**config.mk**
```make
export PLATFORM = sky130hd
export DESIGN_NAME = lmc_mask_mac
export DESIGN_NICKNAME = d
export VERILOG_FILES = /design/src/rtl/lmc_pkg.sv /design/src/rtl/lmc_mask_mac.sv
export SDC_FILE = /design/constraint.sdc
export NUM_CORES = 2
export LEC_CHECK = 0
export BUFFER_PORTS_ARGS = -buffer_cell sky130_fd_sc_hd__buf_2
export CAP_MARGIN = 20
export CORE_MARGIN = 2
export CORE_UTILIZATION = 50
export CTS_CLUSTER_SIZE = 14
export DETAILED_ROUTE_END_ITERATION = 6
export PLACE_DENSITY = 0.66
export SYNTH_ARGS = -nofsm -noshare
export SYNTH_HDL_FRONTEND = slang
export SYNTH_SLANG_ARGS = --single-unit
```
**constraint.sdc**
```tcl
create_clock -name clk_i -period 13.3 [get_ports clk_i]
set_input_delay 0.665 -clock clk_i [delete_from_list [all_inputs] [get_ports clk_i]]
set_output_delay 0.665 -clock clk_i [all_outputs]
set_load 0.005 [all_outputs]
```
**src/rtl/lmc_pkg.sv**
```systemverilog
// Shared types, constants and coefficient helpers for the Laws mask convolution.
// Used by lmc_mask_mac, laws_mask_convolution and lmc_checker; no dependencies.
package lmc_pkg;

  localparam int unsigned MaxWidth   = 1024;
  localparam int unsigned Win        = 5;
  localparam int unsigned RowSlots   = MaxWidth + 4;
  localparam int unsigned AddrW      = $clog2(RowSlots);
  localparam int unsigned ColW       = 11;
  localparam int unsigned FifoDepth  = 8;
  localparam int unsigned FifoPtrW   = $clog2(FifoDepth);
  localparam int unsigned RespMax    = 65280;

  // Register byte addresses on the config port
  localparam logic [2:0] RegImageWidth = 3'd0;
  localparam logic [2:0] RegMaskIndex  = 3'd4;
  localparam logic [10:0] WidthReset   = 11'd640;

  typedef struct packed {
    logic [7:0] pixel;
    logic       frame_start;
  } pixel_in_t;

  typedef struct packed {
    logic signed [16:0] response;
    logic               end_of_row;
  } result_t;

  typedef logic [Win-1:0][Win-1:0][7:0] win_t;   // [row][col], col 4 newest
  typedef logic signed [3:0] coef_t;

  // Control traveling alongside a window into the MAC
  typedef struct packed {
    logic valid;
    logic row_end;
  } mac_ctrl_t;

  typedef struct packed {
    logic       valid;
    logic [2:0] vert;
    logic [2:0] horz;
  } mask_sel_t;

  // L5, E5, S5, W5, R5
  localparam coef_t LawsVec [Win][Win] = '{
    '{ 4'sd1,  4'sd4, 4'sd6,  4'sd4,  4'sd1},
    '{-4'sd1, -4'sd2, 4'sd0,  4'sd2,  4'sd1},
    '{-4'sd1,  4'sd0, 4'sd2,  4'sd0, -4'sd1},
    '{-4'sd1,  4'sd2, 4'sd0, -4'sd2,  4'sd1},
    '{ 4'sd1, -4'sd4, 4'sd6, -4'sd4,  4'sd1}
  };

  // Split mask index into vertical and horizontal vector numbers
  function automatic mask_sel_t mask_decode(logic [4:0] idx);
    mask_sel_t  sel;
    logic [2:0] a;
    logic [4:0] rem;
    if      (idx >= 5'd20) a = 3'd4;
    else if (idx >= 5'd15) a = 3'd3;
    else if (idx >= 5'd10) a = 3'd2;
    else if (idx >= 5'd5)  a = 3'd1;
    else                   a = 3'd0;
    rem = idx - 5'(a * 3'd5);
    sel.valid = (idx <= 5'd24);
    sel.vert  = sel.valid ? a : 3'd0;
    sel.horz  = sel.valid ? rem[2:0] : 3'd0;
    return sel;
  endfunction

endpackage

```
**src/rtl/lmc_mask_mac.sv**
```systemverilog
// Two-stage separable multiply-accumulate: column sums, then row sum of a 5x5 window.
// Depends on lmc_pkg for the window type, coefficients and control struct.
module lmc_mask_mac (
  input  logic                clk_i,
  input  logic                rst_ni,
  input  logic [4:0]          mask_index_i,
  input  lmc_pkg::win_t       window_i,
  input  lmc_pkg::mac_ctrl_t  ctrl_i,
  output lmc_pkg::mac_ctrl_t  ctrl_o,
  output logic signed [16:0]  response_o,
  output logic [1:0]          pending_o
);

  lmc_pkg::mask_sel_t sel;
  lmc_pkg::coef_t     coef_v [lmc_pkg::Win];
  lmc_pkg::coef_t     coef_h [lmc_pkg::Win];

  logic signed [13:0] vsum_d [lmc_pkg::Win];
  logic signed [13:0] vsum_q [lmc_pkg::Win];
  logic signed [19:0] acc_d;
  logic signed [16:0] resp_q;
  lmc_pkg::mac_ctrl_t ctrl_a_q, ctrl_b_q;

  assign sel = lmc_pkg::mask_decode(mask_index_i);

  always_comb begin
    for (int i = 0; i < lmc_pkg::Win; i++) begin
      coef_v[i] = sel.valid ? lmc_pkg::LawsVec[sel.vert][i] : 4'sd0;
      coef_h[i] = sel.valid ? lmc_pkg::LawsVec[sel.horz][i] : 4'sd0;
    end
  end

  // Vertical pass: one sum per window column
  always_comb begin
    logic signed [8:0]  px;
    logic signed [12:0] prod;
    for (int c = 0; c < lmc_pkg::Win; c++) begin
      vsum_d[c] = '0;
      for (int r = 0; r < lmc_pkg::Win; r++) begin
        px   = signed'({1'b0, window_i[r][c]});
        prod = coef_v[r] * px;
        vsum_d[c] = vsum_d[c] + 14'(prod);
      end
    end
  end

  // Horizontal pass over the registered column sums
  always_comb begin
    logic signed [17:0] prod;
    acc_d = '0;
    for (int c = 0; c < lmc_pkg::Win; c++) begin
      prod  = coef_h[c] * vsum_q[c];
      acc_d = acc_d + 20'(prod);
    end
  end

  always_ff @(posedge clk_i or negedge rst_ni) begin
    if (!rst_ni) begin
      ctrl_a_q <= '0;
      ctrl_b_q <= '0;
    end else begin
      ctrl_a_q <= ctrl_i;
      ctrl_b_q <= ctrl_a_q;
    end
  end

  always_ff @(posedge clk_i) begin
    for (int c = 0; c < lmc_pkg::Win; c++) vsum_q[c] <= vsum_d[c];
    resp_q <= acc_d[16:0];
  end

  assign ctrl_o     = ctrl_b_q;
  assign response_o = resp_q;
  assign pending_o  = {1'b0, ctrl_a_q.valid} + {1'b0, ctrl_b_q.valid};

endmodule

```
==> metrics.cfg <==
[sta]
min_period_ns = 9.48
tns_ns = 0
skew_ns = 0.0235
hold_violations = 0
setup_violations = 0
slew_violations = 0
fin_crit_sh_pct = 71.3
worstMarginPinSlew_ns = 1.13
slew_headroom_pct = 24.1
fmax_mhz = 106
rsz0062_at_grt = no

[setup_path]
critPathSlowestCell = o21ai_0
endpoint_kind = flop
reg2reg_depth = 21
r2r_setup_slack_ns = 7.18
start_kind = input port
cp_max_fo = 27
cp_slowest_stage_delay_ns = 0.68
path_common_cell = fa_1
arrival_ns = 9.76
timing.rr.start = vsum_q[0][62]$_DFF_P_
crit_path_end = response_o[15]$_DFF_P_
reg2reg_to = response_o[16]$_DFF_P_
worstPathRequired_ns = 13.59
cp-startpoint = mask_index_i[1]
worstSetupPathType = input port to flop

[routing]
drt_pass1_iterations = 5
routed_wl_um = 86000
num_vias = 23700
drt_iter0_drc = 1275
via_per_inst = 4.99
drcViolationCount = 0
wl_per_cell_um = 18.1
ant_nets = 0

[place]
hpwl_um = 73600
dp.cells = 4720
portBuffers = 229
place_congestion = 0.938

[clocking]
clockRootBuffer = clkbuf_16
cts_hold_buf = 0
clk_path_buf_depth = 2
cts.sinks = 91
cts_setup_buffers = 0
clkSlewWorstSetupHoldPaths_ns = 0.09
clock_latency_ns = 0.39
h-tree-depth = 3
cts_tree = yes
cts_buffers = 9
cts.repair.resized = 0

[synth]
synthArstFlopShare_pct = 4.40
syn_nets = 5129
yosys.area_share.adder_pct = 61.8
ys.flop_type = dfxtp_1
ys_warn_count = 0
synth_top_family_by_area = adder cells
synth-seq-cells = 91
avgSynthCellArea_sq_um = 9.39
synth-edff-count = 0
ys_seq_area_share_pct = 5.34
synth-simple-area-share_pct = 13.2
ys_types = 54
synth-xor-area-share_pct = 3.75
netlist_area_sq_um = 34500
synth.area.mux_share_pct = 0.149
synth_compound_area_share_pct = 3.01
synthCells = 3677

[global_route]
antenna_found_initial = 7
grt_pass1_vias = 25300
grt_max_degree = 189
grt.met3_usage_pct = 3.69
use_met1_pct = 37.1
overflow = 0
grt_usage_pct = 25.7
grtUsageMet2_pct = 41.0
grt_pass1_wl_um = 140000
gr-max-usage-layer = met2

[flow_run]
maxCapViolations = 0

[min_path]
hp-class = input port to asynchronous set/reset pin

[floorplanning]
initial_core_util_pct = 50.4
rows = 96
boundaryPins = 230
dieArea_sq_um = 71100
die_x_um = 267
die_h_um = 267
placeableCoreArea_sq_um = 68500

[finish]
nNetsFinal = 5302
fillers = 6348
multiInputGateArea_sq_um = 28300
fin_util_pct = 54.0
regArea_sq_um = 1840
fin_cells = 4742
layout-drive-gt1-share_pct = 8.40
area_growth_pct = 7.10

[status]
status = finished, final reports clean

layout make-up:
| cell class | count | area share, % |
|---|---|---|
| Antenna cell | 5 | 0.0339 |
| Clock buffer | 9 | 0.609 |
| Clock inverter | 7 | 0.186 |
| Inverter | 1073 | 10.9 |
| Multi-Input combinational cell | 2423 | 76.7 |
| Sequential cell | 91 | 4.98 |
| Tap cell | 882 | 2.99 |
| Timing Repair Buffer | 252 | 3.61 |
worst max-delay path: cells and delay by family:
family                   cells  cell delay, ns
XOR/XNOR                     1            0.21
multiplexers                 2            0.32
buffers and inverters        5            1.19
adder cells (fa/ha/maj)     11            4.75
AO/OA/AOI/OAI                8            2.13
AND/OR/NAND/NOR              3            0.50
placed cells by master (no fill, tap or decap), drive strengths merged, types with 11 or more instances in the layout:
cell    Yosys  final
inv      1069   1074
dfxtp      87     87
xnor2      95     95
xor2       44     44
ha        473    473
a21oi      62     62
and2      268    268
buf         8    252
or3        11     11
nor2      185    185
or2        34     34
nand2     183    183
o31ai      13     13
a21o       35     35
o21bai     15     15
and3      116    116
fa        770    770
nand2b     45     45
o21ai      14     14
synth_stat cells (all sizes together) (4+ instances only):
| library cell | instances | share of area [%] |
|---|---|---|
| a31oi | 7 | 0.13 |
| o31ai | 13 | 0.28 |
| and2 | 268 | 4.9 |
| nand2b | 45 | 0.84 |
| clkinv | 4 | 0.043 |
| a21o | 35 | 0.76 |
| dfrtp | 4 | 0.29 |
| nor2 | 185 | 2.0 |
| or2 | 34 | 0.62 |
| nand2 | 183 | 2.0 |
| buf | 8 | 0.15 |
| nand3 | 10 | 0.15 |
| inv | 1069 | 12 |
| o21ai | 14 | 0.21 |
| nor2b | 7 | 0.13 |
| xor2 | 44 | 1.1 |
| fa | 770 | 45 |
| and3 | 116 | 2.1 |
| a21oi | 62 | 0.91 |
| ha | 473 | 17 |
| mux2i | 4 | 0.12 |
| dfxtp | 87 | 5.0 |
| nor3 | 10 | 0.16 |
| o21bai | 15 | 0.33 |
| or3 | 11 | 0.20 |
| clkbuf | 82 | 0.89 |
| xnor2 | 95 | 2.5 |
kinds of logic (layout without fill, tap and decap cells):
family                     after synthesis  count (layout)
AOI/OAI and AO/OA                      159             159
xor gates and xnor gates               141             141
adders and majority gates             1244            1244
buffers and inverters                 1163            1341
DFF                                     91              91
muxes                                    5               5
other                                    0               5
and+or+nand+nor                        874             874
state kept, by name (all words and copies together), names as in the netlist:
register,flops
ctrl_a_q,2
ctrl_o,2
response_o,17
vsum_q,70
how the worst min path moves through the flow:
stage / start / cells past startpoint / end
floorplan: ctrl_a_q[0]$_DFF_PN0_ / 0 / ctrl_o[0]$_DFF_PN0_
global placement: ctrl_a_q[0]$_DFF_PN0_ / 0 / ctrl_o[0]$_DFF_PN0_
detailed placement: ctrl_a_q[0]$_DFF_PN0_ / 0 / ctrl_o[0]$_DFF_PN0_
CTS: rst_ni / 1 / ctrl_o[1]$_DFF_PN0_
global route: rst_ni / 1 / ctrl_o[1]$_DFF_PN0_
finish: rst_ni / 1 / ctrl_a_q[1]$_DFF_PN0_
metal layers:
metal | routed length, um | part of all wire (%)
met1 | 39300 | 46
met3 | 5460 | 6.3
met5 | 25 | 0.029
met4 | 2060 | 2.4
met2 | 39200 | 46
through the flow:
stage                     hold WS (ns)  worst slack [ns]  area (sq um)
final                           0.0538              3.82         37000
after global routing            0.0487              3.18         37000
after CTS                       0.0340              3.90         36900
after detailed placement         0.339              3.45         36600
after global placement           0.336              3.66         36600
after floorplan                  0.331              4.34         34500
Power is not shown: default switching activity piles up to over one toggle a cycle in this logic, so the estimate is an artifact.
